**config.mk**
```make
export PLATFORM = sky130hd
export DESIGN_NAME = wav_pcm_parse_downmix_core_flat
export DESIGN_NICKNAME = d
export VERILOG_FILES = /design/src/sv/wpd_pkg.sv /design/src/sv/wpd_if.sv /design/src/sv/wav_pcm_parse_downmix_core.sv /design/src/sv/wpd_div.sv /design/src/flat_wrapper.sv
export SDC_FILE = /design/constraint.sdc
export NUM_CORES = 2
export LEC_CHECK = 0
export BUFFER_PORTS_ARGS = -buffer_cell sky130_fd_sc_hd__buf_2
export CORE_MARGIN = 4
export CORE_UTILIZATION = 35
export CTS_CLUSTER_DIAMETER = 120
export DETAILED_ROUTE_END_ITERATION = 8
export SYNTH_ARGS = -nofsm -noshare
export SYNTH_HDL_FRONTEND = slang
export SYNTH_SLANG_ARGS = --single-unit
```
**constraint.sdc**
```tcl
create_clock -name clk_i -period 12.7 [get_ports clk_i]
set_clock_uncertainty 0.15 [all_clocks]
set_input_delay 1.905 -clock clk_i [delete_from_list [all_inputs] [get_ports clk_i]]
set_output_delay 1.905 -clock clk_i [all_outputs]
set_load 0.005 [all_outputs]
```
**src/sv/wpd_pkg.sv**
```systemverilog
// Shared types and constants for the WAVE PCM parser and downmixer.
package wpd_pkg;

  localparam int unsigned DivW = 34;
  localparam int unsigned DsrW = 16;
  localparam int unsigned CntW = $clog2(DivW);

  localparam logic [31:0] FileLenRst = 32'd67108864;
  localparam logic [31:0] TagRiff    = 32'h46464952;
  localparam logic [31:0] TagWave    = 32'h45564157;
  localparam logic [31:0] TagFmt     = 32'h20746D66;
  localparam logic [31:0] TagData    = 32'h61746164;

  localparam logic [1:0] KindSample = 2'd0;
  localparam logic [1:0] KindInfo   = 2'd1;
  localparam logic [1:0] KindError  = 2'd2;

  localparam logic ErrFormat = 1'b0;
  localparam logic ErrEmpty  = 1'b1;

  typedef enum logic [2:0] {
    PhHead,
    PhHdr,
    PhSkip,
    PhFmt,
    PhData,
    PhDone
  } phase_e;

  typedef enum logic [1:0] {
    CtlIdle,
    CtlFrames,
    CtlMono
  } ctl_e;

  typedef struct packed {
    logic            start;
    logic [DivW-1:0] dividend;
    logic [DsrW-1:0] divisor;
  } div_req_t;

  typedef struct packed {
    logic            busy;
    logic            done;
    logic [DivW-1:0] quotient;
  } div_rsp_t;

endpackage

```
**src/sv/wpd_if.sv**
```systemverilog
// Handshake channel interfaces for byte input, results and configuration.
interface wpd_in_if;
  logic       valid;
  logic       ready;
  logic [7:0] data_byte;
  logic       first_byte;
  modport source (output valid, output data_byte, output first_byte, input ready);
  modport sink (input valid, input data_byte, input first_byte, output ready);
endinterface

interface wpd_out_if;
  logic               valid;
  logic               ready;
  logic [1:0]         kind;
  logic signed [15:0] sample;
  logic [31:0]        sample_rate;
  logic [31:0]        frame_count;
  logic               error_code;
  logic               is_last;
  modport source (output valid, output kind, output sample, output sample_rate,
                  output frame_count, output error_code, output is_last, input ready);
  modport sink (input valid, input kind, input sample, input sample_rate,
                input frame_count, input error_code, input is_last, output ready);
endinterface

interface wpd_cfg_if;
  logic        valid;
  logic        ready;
  logic [31:0] file_length;
  modport source (output valid, output file_length, input ready);
  modport sink (input valid, input file_length, output ready);
endinterface

```
**src/sv/wav_pcm_parse_downmix_core.sv**
```systemverilog
// RIFF/WAVE PCM parser with mono downmix: top level with byte sequencer.
// A byte is normally taken without a divide. The byte that ends the data chunk header and the
// byte that completes a frame start the shared 34-step serial divider; that byte goes through
// accept, 34 divide steps and result, during which the input is not ready.
// Result beats leave through an output register; a new byte is taken while the last result
// is being consumed. Writes to file_length do not restart parsing.
module wav_pcm_parse_downmix_core (
  input  logic  clk_i,
  input  logic  rst_ni,
  wpd_in_if.sink    in_i,
  wpd_out_if.source out_o,
  wpd_cfg_if.sink   cfg_i
);
  import wpd_pkg::*;

  phase_e             phase_q, phase_d;
  ctl_e               ctl_q, ctl_d;
  logic [31:0]        fl_q, fl_d;
  logic [31:0]        pos_q, pos_d;
  logic [31:0]        tag_q, tag_d;
  logic [31:0]        len_q, len_d;
  logic [31:0]        skip_q, skip_d;
  logic [63:0]        fmt_q, fmt_d;
  logic [31:0]        frames_q, frames_d;
  logic signed [33:0] sum_q, sum_d;
  logic [15:0]        chidx_q, chidx_d;
  logic [7:0]         low_q, low_d;
  logic [3:0]         fidx_q, fidx_d;
  logic [15:0]        bits_q, bits_d;
  logic               want_q, want_d;
  logic               neg_q, neg_d;

  logic               ov_q, ov_d;
  logic [1:0]         okind_q, okind_d;
  logic [15:0]        osmp_q, osmp_d;
  logic [31:0]        orate_q, orate_d;
  logic [31:0]        ofrm_q, ofrm_d;
  logic               oerr_q, oerr_d;
  logic               olast_q, olast_d;

  div_req_t div_req;
  div_rsp_t div_rsp;

  logic        accept;
  logic        produce;
  logic        do_skip;
  logic [32:0] skip_v;
  logic [32:0] next_v;
  logic [34:0] end_v;
  logic [2:0]  k3;
  logic [3:0]  k4;
  logic [15:0] ch;
  logic signed [16:0] v;
  logic [33:0] q_s;
  logic [31:0] frm_v;

  wpd_div u_div (
    .clk_i  (clk_i),
    .rst_ni (rst_ni),
    .req_i  (div_req),
    .rsp_o  (div_rsp)
  );

  assign in_i.ready  = (ctl_q == CtlIdle) && (!ov_q || out_o.ready);
  assign cfg_i.ready = 1'b1;
  assign accept      = in_i.valid && in_i.ready;

  always_comb begin
    phase_d  = phase_q;
    ctl_d    = ctl_q;
    fl_d     = fl_q;
    pos_d    = pos_q;
    tag_d    = tag_q;
    len_d    = len_q;
    skip_d   = skip_q;
    fmt_d    = fmt_q;
    frames_d = frames_q;
    sum_d    = sum_q;
    chidx_d  = chidx_q;
    low_d    = low_q;
    fidx_d   = fidx_q;
    bits_d   = bits_q;
    want_d   = want_q;
    neg_d    = neg_q;
    produce  = 1'b0;
    okind_d  = okind_q;
    osmp_d   = osmp_q;
    orate_d  = orate_q;
    ofrm_d   = ofrm_q;
    oerr_d   = oerr_q;
    olast_d  = olast_q;
    div_req  = '0;
    do_skip  = 1'b0;
    skip_v   = '0;
    next_v   = '0;
    end_v    = '0;
    k3       = '0;
    k4       = '0;
    ch       = fmt_q[31:16];
    v        = '0;
    q_s      = '0;
    frm_v    = '0;

    if (cfg_i.valid) begin
      fl_d = cfg_i.file_length;
    end

    if (accept) begin
      if (in_i.first_byte) begin
        phase_d  = PhHead;
        pos_d    = '0;
        tag_d    = '0;
        len_d    = '0;
        skip_d   = '0;
        fmt_d    = '0;
        frames_d = '0;
        sum_d    = '0;
        chidx_d  = '0;
        low_d    = '0;
        fidx_d   = '0;
        bits_d   = '0;
        want_d   = 1'b0;
      end
      ch     = fmt_d[31:16];
      next_v = {1'b0, pos_d} + 33'd1;
      if (phase_d != PhDone) begin
        pos_d = next_v[31:0];
      end
      okind_d = KindError;
      osmp_d  = '0;
      orate_d = '0;
      ofrm_d  = '0;
      oerr_d  = ErrFormat;
      olast_d = 1'b1;
      case (phase_d)
        PhHead: begin
          tag_d = tag_d | ({24'b0, in_i.data_byte} << {2'(next_v[1:0] - 2'd1), 3'b000});
          if (in_i.first_byte && fl_q < 32'd12) begin
            produce = 1'b1;
          end else if (!in_i.first_byte && pos_q == '0 && fl_q < 32'd12) begin
            produce = 1'b1;
          end else begin
            if (pos_d == 32'd4) begin
              if (tag_d != TagRiff) produce = 1'b1;
              tag_d = '0;
            end else if (pos_d == 32'd8) begin
              tag_d = '0;
            end else if (pos_d == 32'd12) begin
              if (tag_d != TagWave) begin
                produce = 1'b1;
              end else begin
                want_d  = 1'b0;
                do_skip = 1'b1;
                skip_v  = '0;
              end
            end
          end
        end
        PhHdr: begin
          k3     = fidx_d[2:0];
          fidx_d = {1'b0, k3} + 4'd1;
          if (!k3[2]) begin
            tag_d = tag_d | ({24'b0, in_i.data_byte} << {k3[1:0], 3'b000});
          end else begin
            len_d = len_d | ({24'b0, in_i.data_byte} << {k3[1:0], 3'b000});
          end
          if (k3 == 3'd7) begin
            if (!want_d && tag_d == TagFmt) begin
              if (len_d < 32'd16 || ({2'b0, next_v} + 35'd16) > {3'b0, fl_q}) begin
                produce = 1'b1;
              end else begin
                phase_d = PhFmt;
                fidx_d  = '0;
                fmt_d   = '0;
                bits_d  = '0;
              end
            end else if (want_d && tag_d == TagData) begin
              if (({2'b0, next_v} + {3'b0, len_d}) > {3'b0, fl_q} || ch == '0) begin
                produce = 1'b1;
              end else begin
                ctl_d            = CtlFrames;
                div_req.start    = 1'b1;
                div_req.dividend = {2'b0, len_d};
                div_req.divisor  = ch;
              end
            end else begin
              do_skip = 1'b1;
              skip_v  = {1'b0, len_d} + {32'b0, len_d[0]};
            end
          end
        end
        PhSkip: begin
          if (skip_d != '0) skip_d = skip_d - 32'd1;
          if (skip_d == '0) begin
            phase_d = PhHdr;
            fidx_d  = '0;
            tag_d   = '0;
            len_d   = '0;
          end
        end
        PhFmt: begin
          k4     = fidx_d;
          fidx_d = k4 + 4'd1;
          if (!k4[3]) begin
            fmt_d = fmt_d | ({56'b0, in_i.data_byte} << {k4[2:0], 3'b000});
          end else if (k4 == 4'd14) begin
            bits_d = {8'b0, in_i.data_byte};
          end else if (k4 == 4'd15) begin
            bits_d = bits_d | {in_i.data_byte, 8'b0};
          end
          if (k4 == 4'd15) begin
            if (fmt_d[15:0] != 16'd1 || fmt_d[31:16] == '0 ||
                (bits_d != 16'd8 && bits_d != 16'd16)) begin
              produce = 1'b1;
            end else begin
              want_d  = 1'b1;
              do_skip = 1'b1;
              skip_v  = {1'b0, len_d} - 33'd16 + {32'b0, len_d[0]};
            end
          end
        end
        PhData: begin
          if (bits_d == 16'd16) begin
            if (fidx_d == '0) begin
              low_d  = in_i.data_byte;
              fidx_d = 4'd1;
            end else begin
              fidx_d = '0;
              v      = {in_i.data_byte[7], in_i.data_byte, low_d};
            end
          end else begin
            v = $signed({9'b0, in_i.data_byte}) - 17'sd128;
          end
          if (bits_d != 16'd16 || fidx_q != '0) begin
            sum_d   = sum_d + {{17{v[16]}}, v};
            chidx_d = chidx_d + 16'd1;
            if (chidx_d >= ch && ch != '0) begin
              ctl_d            = CtlMono;
              neg_d            = sum_d[33];
              div_req.start    = 1'b1;
              div_req.dividend = sum_d[33] ? 34'(-sum_d) : sum_d;
              div_req.divisor  = ch;
              sum_d            = '0;
              chidx_d          = '0;
            end
          end
        end
        default: begin
          phase_d = PhDone;
        end
      endcase
      if (do_skip) begin
        end_v = {2'b0, next_v} + {2'b0, skip_v} + 35'd8;
        if (end_v > {3'b0, fl_q}) begin
          produce = 1'b1;
        end else if (skip_v == '0) begin
          phase_d = PhHdr;
          fidx_d  = '0;
          tag_d   = '0;
          len_d   = '0;
        end else begin
          phase_d = PhSkip;
          skip_d  = skip_v[31:0];
        end
      end
      if (produce) begin
        phase_d = PhDone;
      end
    end else if (div_rsp.done) begin
      ctl_d   = CtlIdle;
      produce = 1'b1;
      osmp_d  = '0;
      orate_d = '0;
      ofrm_d  = '0;
      oerr_d  = ErrFormat;
      olast_d = 1'b0;
      if (ctl_q == CtlFrames) begin
        frm_v = (bits_q == 16'd16) ? {1'b0, div_rsp.quotient[31:1]} : div_rsp.quotient[31:0];
        if (frm_v == '0) begin
          okind_d = KindError;
          oerr_d  = ErrEmpty;
          olast_d = 1'b1;
          phase_d = PhDone;
        end else begin
          okind_d  = KindInfo;
          orate_d  = fmt_q[63:32];
          ofrm_d   = frm_v;
          phase_d  = PhData;
          frames_d = frm_v;
          sum_d    = '0;
          chidx_d  = '0;
          fidx_d   = '0;
        end
      end else begin
        q_s = neg_q ? (-div_rsp.quotient) : div_rsp.quotient;
        if (bits_q != 16'd16) q_s = q_s << 8;
        okind_d = KindSample;
        osmp_d  = q_s[15:0];
        if (frames_d != '0) frames_d = frames_d - 32'd1;
        if (frames_d == '0) begin
          olast_d = 1'b1;
          phase_d = PhDone;
        end
      end
    end
  end

  assign ov_d = (ov_q && !out_o.ready) || produce;

  always_ff @(posedge clk_i or negedge rst_ni) begin
    if (!rst_ni) begin
      phase_q  <= PhHead;
      ctl_q    <= CtlIdle;
      fl_q     <= FileLenRst;
      pos_q    <= '0;
      tag_q    <= '0;
      len_q    <= '0;
      skip_q   <= '0;
      fmt_q    <= '0;
      frames_q <= '0;
      sum_q    <= '0;
      chidx_q  <= '0;
      low_q    <= '0;
      fidx_q   <= '0;
      bits_q   <= '0;
      want_q   <= 1'b0;
      neg_q    <= 1'b0;
      ov_q     <= 1'b0;
    end else begin
      phase_q  <= phase_d;
      ctl_q    <= ctl_d;
      fl_q     <= fl_d;
      pos_q    <= pos_d;
      tag_q    <= tag_d;
      len_q    <= len_d;
      skip_q   <= skip_d;
      fmt_q    <= fmt_d;
      frames_q <= frames_d;
      sum_q    <= sum_d;
      chidx_q  <= chidx_d;
      low_q    <= low_d;
      fidx_q   <= fidx_d;
      bits_q   <= bits_d;
      want_q   <= want_d;
      neg_q    <= neg_d;
      ov_q     <= ov_d;
    end
  end

  always_ff @(posedge clk_i) begin
    okind_q <= okind_d;
    osmp_q  <= osmp_d;
    orate_q <= orate_d;
    ofrm_q  <= ofrm_d;
    oerr_q  <= oerr_d;
    olast_q <= olast_d;
  end

  assign out_o.valid       = ov_q;
  assign out_o.kind        = okind_q;
  assign out_o.sample      = osmp_q;
  assign out_o.sample_rate = orate_q;
  assign out_o.frame_count = ofrm_q;
  assign out_o.error_code  = oerr_q;
  assign out_o.is_last     = olast_q;

  a_no_accept_busy: assert property (@(posedge clk_i) disable iff (!rst_ni)
    ctl_q != CtlIdle |-> !in_i.ready) else $error("byte taken during divide");
  a_div_matches_ctl: assert property (@(posedge clk_i) disable iff (!rst_ni)
    div_rsp.busy |-> ctl_q != CtlIdle) else $error("divider runs with idle sequencer");
  a_last_done: assert property (@(posedge clk_i) disable iff (!rst_ni)
    produce && olast_d |=> phase_q == PhDone) else $error("last beat without stop");
  a_no_drop: assert property (@(posedge clk_i) disable iff (!rst_ni)
    produce |-> !ov_q || out_o.ready) else $error("result overwrites pending beat");
endmodule

```
**src/sv/wpd_div.sv**
```systemverilog
// Bit-serial restoring divider, one quotient bit per cycle.
module wpd_div (
  input  logic              clk_i,
  input  logic              rst_ni,
  input  wpd_pkg::div_req_t req_i,
  output wpd_pkg::div_rsp_t rsp_o
);
  import wpd_pkg::*;

  logic            busy_q, busy_d;
  logic            done_q, done_d;
  logic [CntW-1:0] cnt_q, cnt_d;
  logic [DsrW:0]   rem_q, rem_d;
  logic [DivW-1:0] quo_q, quo_d;
  logic [DsrW-1:0] dsr_q, dsr_d;
  logic [DsrW:0]   rem_sh;
  logic            qbit;

  always_comb begin
    busy_d = busy_q;
    done_d = 1'b0;
    cnt_d  = cnt_q;
    rem_d  = rem_q;
    quo_d  = quo_q;
    dsr_d  = dsr_q;
    rem_sh = {rem_q[DsrW-1:0], quo_q[DivW-1]};
    qbit   = (rem_sh >= {1'b0, dsr_q});
    if (req_i.start) begin
      busy_d = 1'b1;
      cnt_d  = '0;
      rem_d  = '0;
      quo_d  = req_i.dividend;
      dsr_d  = req_i.divisor;
    end else if (busy_q) begin
      rem_d = qbit ? (rem_sh - {1'b0, dsr_q}) : rem_sh;
      quo_d = {quo_q[DivW-2:0], qbit};
      cnt_d = cnt_q + CntW'(1);
      if (cnt_q == CntW'(DivW - 1)) begin
        busy_d = 1'b0;
        done_d = 1'b1;
      end
    end
  end

  always_ff @(posedge clk_i or negedge rst_ni) begin
    if (!rst_ni) begin
      busy_q <= 1'b0;
      done_q <= 1'b0;
      cnt_q  <= '0;
    end else begin
      busy_q <= busy_d;
      done_q <= done_d;
      cnt_q  <= cnt_d;
    end
  end

  always_ff @(posedge clk_i) begin
    rem_q <= rem_d;
    quo_q <= quo_d;
    dsr_q <= dsr_d;
  end

  assign rsp_o.busy     = busy_q;
  assign rsp_o.done     = done_q;
  assign rsp_o.quotient = quo_q;

  a_start_idle: assert property (@(posedge clk_i) disable iff (!rst_ni)
    req_i.start |-> !busy_q && !done_q) else $error("divider started while busy");
  a_done_after_busy: assert property (@(posedge clk_i) disable iff (!rst_ni)
    done_q |-> $past(busy_q)) else $error("done without a run");
  a_cnt_idle: assert property (@(posedge clk_i) disable iff (!rst_ni)
    busy_q |-> cnt_q <= CntW'(DivW - 1)) else $error("divider count overrun");
endmodule

```
**src/flat_wrapper.sv**
```systemverilog
// flat-port wrapper written by rule: the top's interface ports become plain ports
module wav_pcm_parse_downmix_core_flat import wpd_pkg::*;
  (clk_i, rst_ni, in_i_valid, in_i_data_byte, in_i_first_byte, in_i_ready, out_o_valid, out_o_kind, out_o_sample, out_o_sample_rate, out_o_frame_count, out_o_error_code, out_o_is_last, out_o_ready, cfg_i_valid, cfg_i_file_length, cfg_i_ready);
  wpd_in_if in_i_i ();
  wpd_out_if out_o_i ();
  wpd_cfg_if cfg_i_i ();
  input  logic clk_i;
  input  logic rst_ni;
  input wire logic [$bits(in_i_i.valid)-1:0] in_i_valid;
  input wire logic [$bits(in_i_i.data_byte)-1:0] in_i_data_byte;
  input wire logic [$bits(in_i_i.first_byte)-1:0] in_i_first_byte;
  output wire logic [$bits(in_i_i.ready)-1:0] in_i_ready;
  output wire logic [$bits(out_o_i.valid)-1:0] out_o_valid;
  output wire logic [$bits(out_o_i.kind)-1:0] out_o_kind;
  output wire logic [$bits(out_o_i.sample)-1:0] out_o_sample;
  output wire logic [$bits(out_o_i.sample_rate)-1:0] out_o_sample_rate;
  output wire logic [$bits(out_o_i.frame_count)-1:0] out_o_frame_count;
  output wire logic [$bits(out_o_i.error_code)-1:0] out_o_error_code;
  output wire logic [$bits(out_o_i.is_last)-1:0] out_o_is_last;
  input wire logic [$bits(out_o_i.ready)-1:0] out_o_ready;
  input wire logic [$bits(cfg_i_i.valid)-1:0] cfg_i_valid;
  input wire logic [$bits(cfg_i_i.file_length)-1:0] cfg_i_file_length;
  output wire logic [$bits(cfg_i_i.ready)-1:0] cfg_i_ready;
  assign in_i_i.valid = in_i_valid;
  assign in_i_i.data_byte = in_i_data_byte;
  assign in_i_i.first_byte = in_i_first_byte;
  assign in_i_ready = in_i_i.ready;
  assign out_o_valid = out_o_i.valid;
  assign out_o_kind = out_o_i.kind;
  assign out_o_sample = out_o_i.sample;
  assign out_o_sample_rate = out_o_i.sample_rate;
  assign out_o_frame_count = out_o_i.frame_count;
  assign out_o_error_code = out_o_i.error_code;
  assign out_o_is_last = out_o_i.is_last;
  assign out_o_i.ready = out_o_ready;
  assign cfg_i_i.valid = cfg_i_valid;
  assign cfg_i_i.file_length = cfg_i_file_length;
  assign cfg_i_ready = cfg_i_i.ready;
  wav_pcm_parse_downmix_core u_core (.clk_i(clk_i), .rst_ni(rst_ni), .in_i(in_i_i), .out_o(out_o_i), .cfg_i(cfg_i_i));
endmodule
```
==> flow_summary.toml <==
[run_status]
result_of_the_run = "completed"

[synth]
ys_top_cells_by_area = "dfrtp_1, ha_1, o21ai_0, dfxtp_1, a22o_1"
synth_flop_cell = "dfrtp_1"
flip_flop_and_latch_count_after_synthesis = 500
synth_most_common_cell = "nand2_1"
netlist_area_mm2 = 0.04013
syn-mean-instance-area_um2 = 8.095
postSynth.asyncResetShare = 0.7000
synth_edf_count = 50
mappedNetlistNets = 5251
post-synth-top-area-fraction = 0.2176
yosysTopAreaCell = "dfrtp_1"
post_synth_num_cell_types = 96
yosys-top-cells-count = "nand2_1, o21ai_0, nor2_1, dfrtp_1, a21oi_1"
yosys_warnings = 0
synth-seq-area-share = 0.3056
syn-instance-count = 4958

[finish]
area_growth_pct = 10.70
drive_gt1_frac = 0.08528
final-instance-count-excl-fill = 6474
final_nets = 5213

[sta]
final.period_utilization = 0.8934
worst_pin_slew_ns = 1.159
final.min_clock_period_ns = 11.35
fin_setup_tns_ns = 0
max_clock_freq_mhz = 88.13
timing_max_transition_violations_final = 0
finalHoldViolations = 0
max-slew-margin-rel = 0.2277
grt_setup_unrepaired = "no"
setup_viol_count_final = 0

[worst_hold_path]
min-delay-path-class = "register to register"
hold_start = "u_core.out_o.kind[0]$_SDFFE_PP0P_"
min_path_cells = 2
timing.hold.worst_endpoint = "u_core.out_o.kind[0]$_SDFFE_PP0P_"

[clocking]
clock_sink_count = 500
clockBufferDepth = 3
clk_pin_slew_worst_paths_ns = 0.06
htree_levels = 2
total_cts_buffers = 60
root_buffer = "clkbuf_16"
post-cts-setup-buffers = 0
cts_tree = "done"
clk_latency_worst_skew_pair_ns = 0.70
post_cts_resize_count = 0
cts-hold-fix-buffers = 0

[worst_setup_path]
worstSetupStartpointType = "primary input"
setup.worst_path.class = "primary input to register"
critical_path.top_delay_family = "simple AND/OR/NAND/NOR gates"
timing.critical_path.arrival_ns = 11.51
cp_endpoint_kind = "register"
rr_endpoint = "u_core.tag_q[2]$_DFFE_PN0P_"
path_max_fanout = 56
cp_data_required_time_ns = 12.87
critical_path.max_stage_delay_ns = 0.74
timing.rr.start = "u_core.fidx_q[0]$_DFFE_PN0P_"
crit_path_buffers_inverters = 5
reg2reg_depth = 32
cp_slowest_cell = "nor2_1"
r2r_setup_slack_ns = 1.65

[place]
placement.io_buffers = 131
gp_congestion = 0.9965
place_hpwl_mm = 111.6
placed_cells = 6358

[global_route]
pin_count_of_the_biggest_net_entering_global_routing = 87
global_route_wire_length_before_repair_mm = 230.2
globalRoute.totalOverflow = 0
first_global_vias = 36410
antenna_violations_before_repair = 3
groute.usage.overall = 0.2405

[die]
die-area_mm2 = 0.1201
die_x_um = 346.6
io_pins = 133
core_mm2 = 0.1131
chipHeight_um = 346.6
fp-row-count = 123
initial_utilization = 0.3548

[detailed_routing]
vias_per_cell = 6.079
wl_per_cell_um = 23.37
detail_route.iter0.violations = 4509
drc = 0
num_vias = 39350
final_antenna_net_count = 0
wire_length_reported_by_the_detailed_router_mm = 151.3
detailedRoute.firstPassIterationCount = 6

[power_and_ir_drop]
p_per_area_mw_per_mm2 = 126.1
vdd.ir_drop.worst_mv = 0.1294
static-leakage-power_uw = 0.01911

[run]
drv.max_cap_violation_count = 0
registers in the layout, summed over array words and instances, names as in the netlist, 2 cells and up:
| name | count |
|---|---|
| u_core.fidx_q | 4 |
| u_core.frames_q | 32 |
| u_core.len_q | 32 |
| u_core.fmt_q | 64 |
| u_core.out_o.frame_count | 32 |
| u_core.u_div.rem_q | 16 |
| u_core.skip_q | 32 |
| u_core.u_div.quo_q | 34 |
| u_core.tag_q | 32 |
| u_core.chidx_q | 16 |
| u_core.out_o.sample_rate | 32 |
| u_core.phase_q | 3 |
| u_core.u_div.cnt_q | 6 |
| u_core.ctl_q | 2 |
| u_core.out_o.sample | 16 |
| u_core.u_div.dsr_q | 16 |
| u_core.sum_q | 34 |
| u_core.low_q | 8 |
| u_core.fl_q | 32 |
| u_core.out_o.kind | 2 |
| u_core.bits_q | 16 |
| u_core.pos_q | 32 |
layout make-up:
type / instances / area (um^2)
antenna: 2 / 5.005
clock buffer: 86 / 1795
fill: 11500 / 68690
clock inverter: 28 / 389.1
tap: 1500 / 1877
timing repair buffer: 240 / 1494
inverter: 173 / 650.6
sequential: 500 / 12260
multi-input combinational: 3945 / 25950
worst reg2reg max path: cells and delay by family (launching register included):
family | cells | cell delay (ns)
simple gates | 13 | 4.27
compound gates | 14 | 3.69
flops | 1 | 1.06
mux | 1 | 0.75
fa+ha+maj | 2 | 0.74
xor+xnor | 2 | 0.35
per-layer routing:
layer	global-route usage	wire [um]	vias to the layer above
li1	-	-	18280
met1	0.3475	68610	19070
met2	0.3627	64950	1744
met3	0.04484	12720	259
met4	0.07582	5010	4
met5	0	30	-
worst max path at each step:
stage / startpoint / endpoint / slack (ns) / depth (start not counted)
5_1_grt: in_i_first_byte / u_core.u_div.quo_q[24]$_DFFE_PP_ / 0.60 / 37
3_3_place_gp: in_i_first_byte / u_core.u_div.quo_q[19]$_DFFE_PP_ / 1.06 / 37
4_1_cts: in_i_first_byte / u_core.u_div.quo_q[24]$_DFFE_PP_ / 1.57 / 37
6_report: in_i_first_byte / u_core.u_div.quo_q[14]$_DFFE_PP_ / 1.35 / 37
2_1_floorplan: in_i_first_byte / u_core.tag_q[29]$_DFFE_PN0P_ / 0.04 / 52
3_5_place_dp: in_i_first_byte / u_core.u_div.quo_q[26]$_DFFE_PP_ / 0.83 / 37
report_power, final:
part / switching, uW / leakage, uW / internal, uW
Sequential: 154 / 0.00592 / 1730
Clock: 775 / 0.00106 / 1120
Combinational: 1210 / 0.0121 / 618
per-stage QoR:
stage	worst slack (ns)	area [um^2]	util	hold WS [ns]	total power, uW
finish	1.354	44430	0.3928	0.2983	5603
global route	0.6028	44420	0.3927	0.3343	5886
CTS	1.573	44420	0.3927	0.2994	5595
detailed placement	0.8329	42240	0.3734	0.2876	3687
global placement	1.063	42240	0.3734	0.2815	3673
floorplan	0.03838	40140	-	0.2888	3127
cells by family after synthesis:
logic type	share of synthesized area
adders and majority gates	0.07775
DFF	0.3056
muxes	0.02245
xor gates and xnor gates	0.06809
AOI/OAI and AO/OA	0.2524
and+or+nand+nor	0.2233
other	0.00009344
buffers and inverters	0.05032
layout by cell type, fill, tap and decap left out, types with 26 or more instances in the layout:
cell and n:
o31ai_1 41, nor2b_1 112, buf_4 109, a21oi_1 291, o21bai_1 26, nor2_1 404, xor2_1 115, nand2_1 482
a211oi_1 30, nand4_1 98, buf_2 129, o211ai_1 39, ha_1 243, and2_1 30, edfxtp_1 50, o22ai_1 31
xnor2_1 196, nor3_1 145, nor4_1 82, and3_1 63, a22o_1 220, dfrtp_1 349, clkbuf_16 65, a31oi_1 64
nand3_1 126, nand2b_1 37, inv_1 171, or3_1 45, mux2i_1 72, a21o_1 77, dfxtp_1 100, o21a_1 28
o21ai_0 413
(Power assumes the default switching activity.)
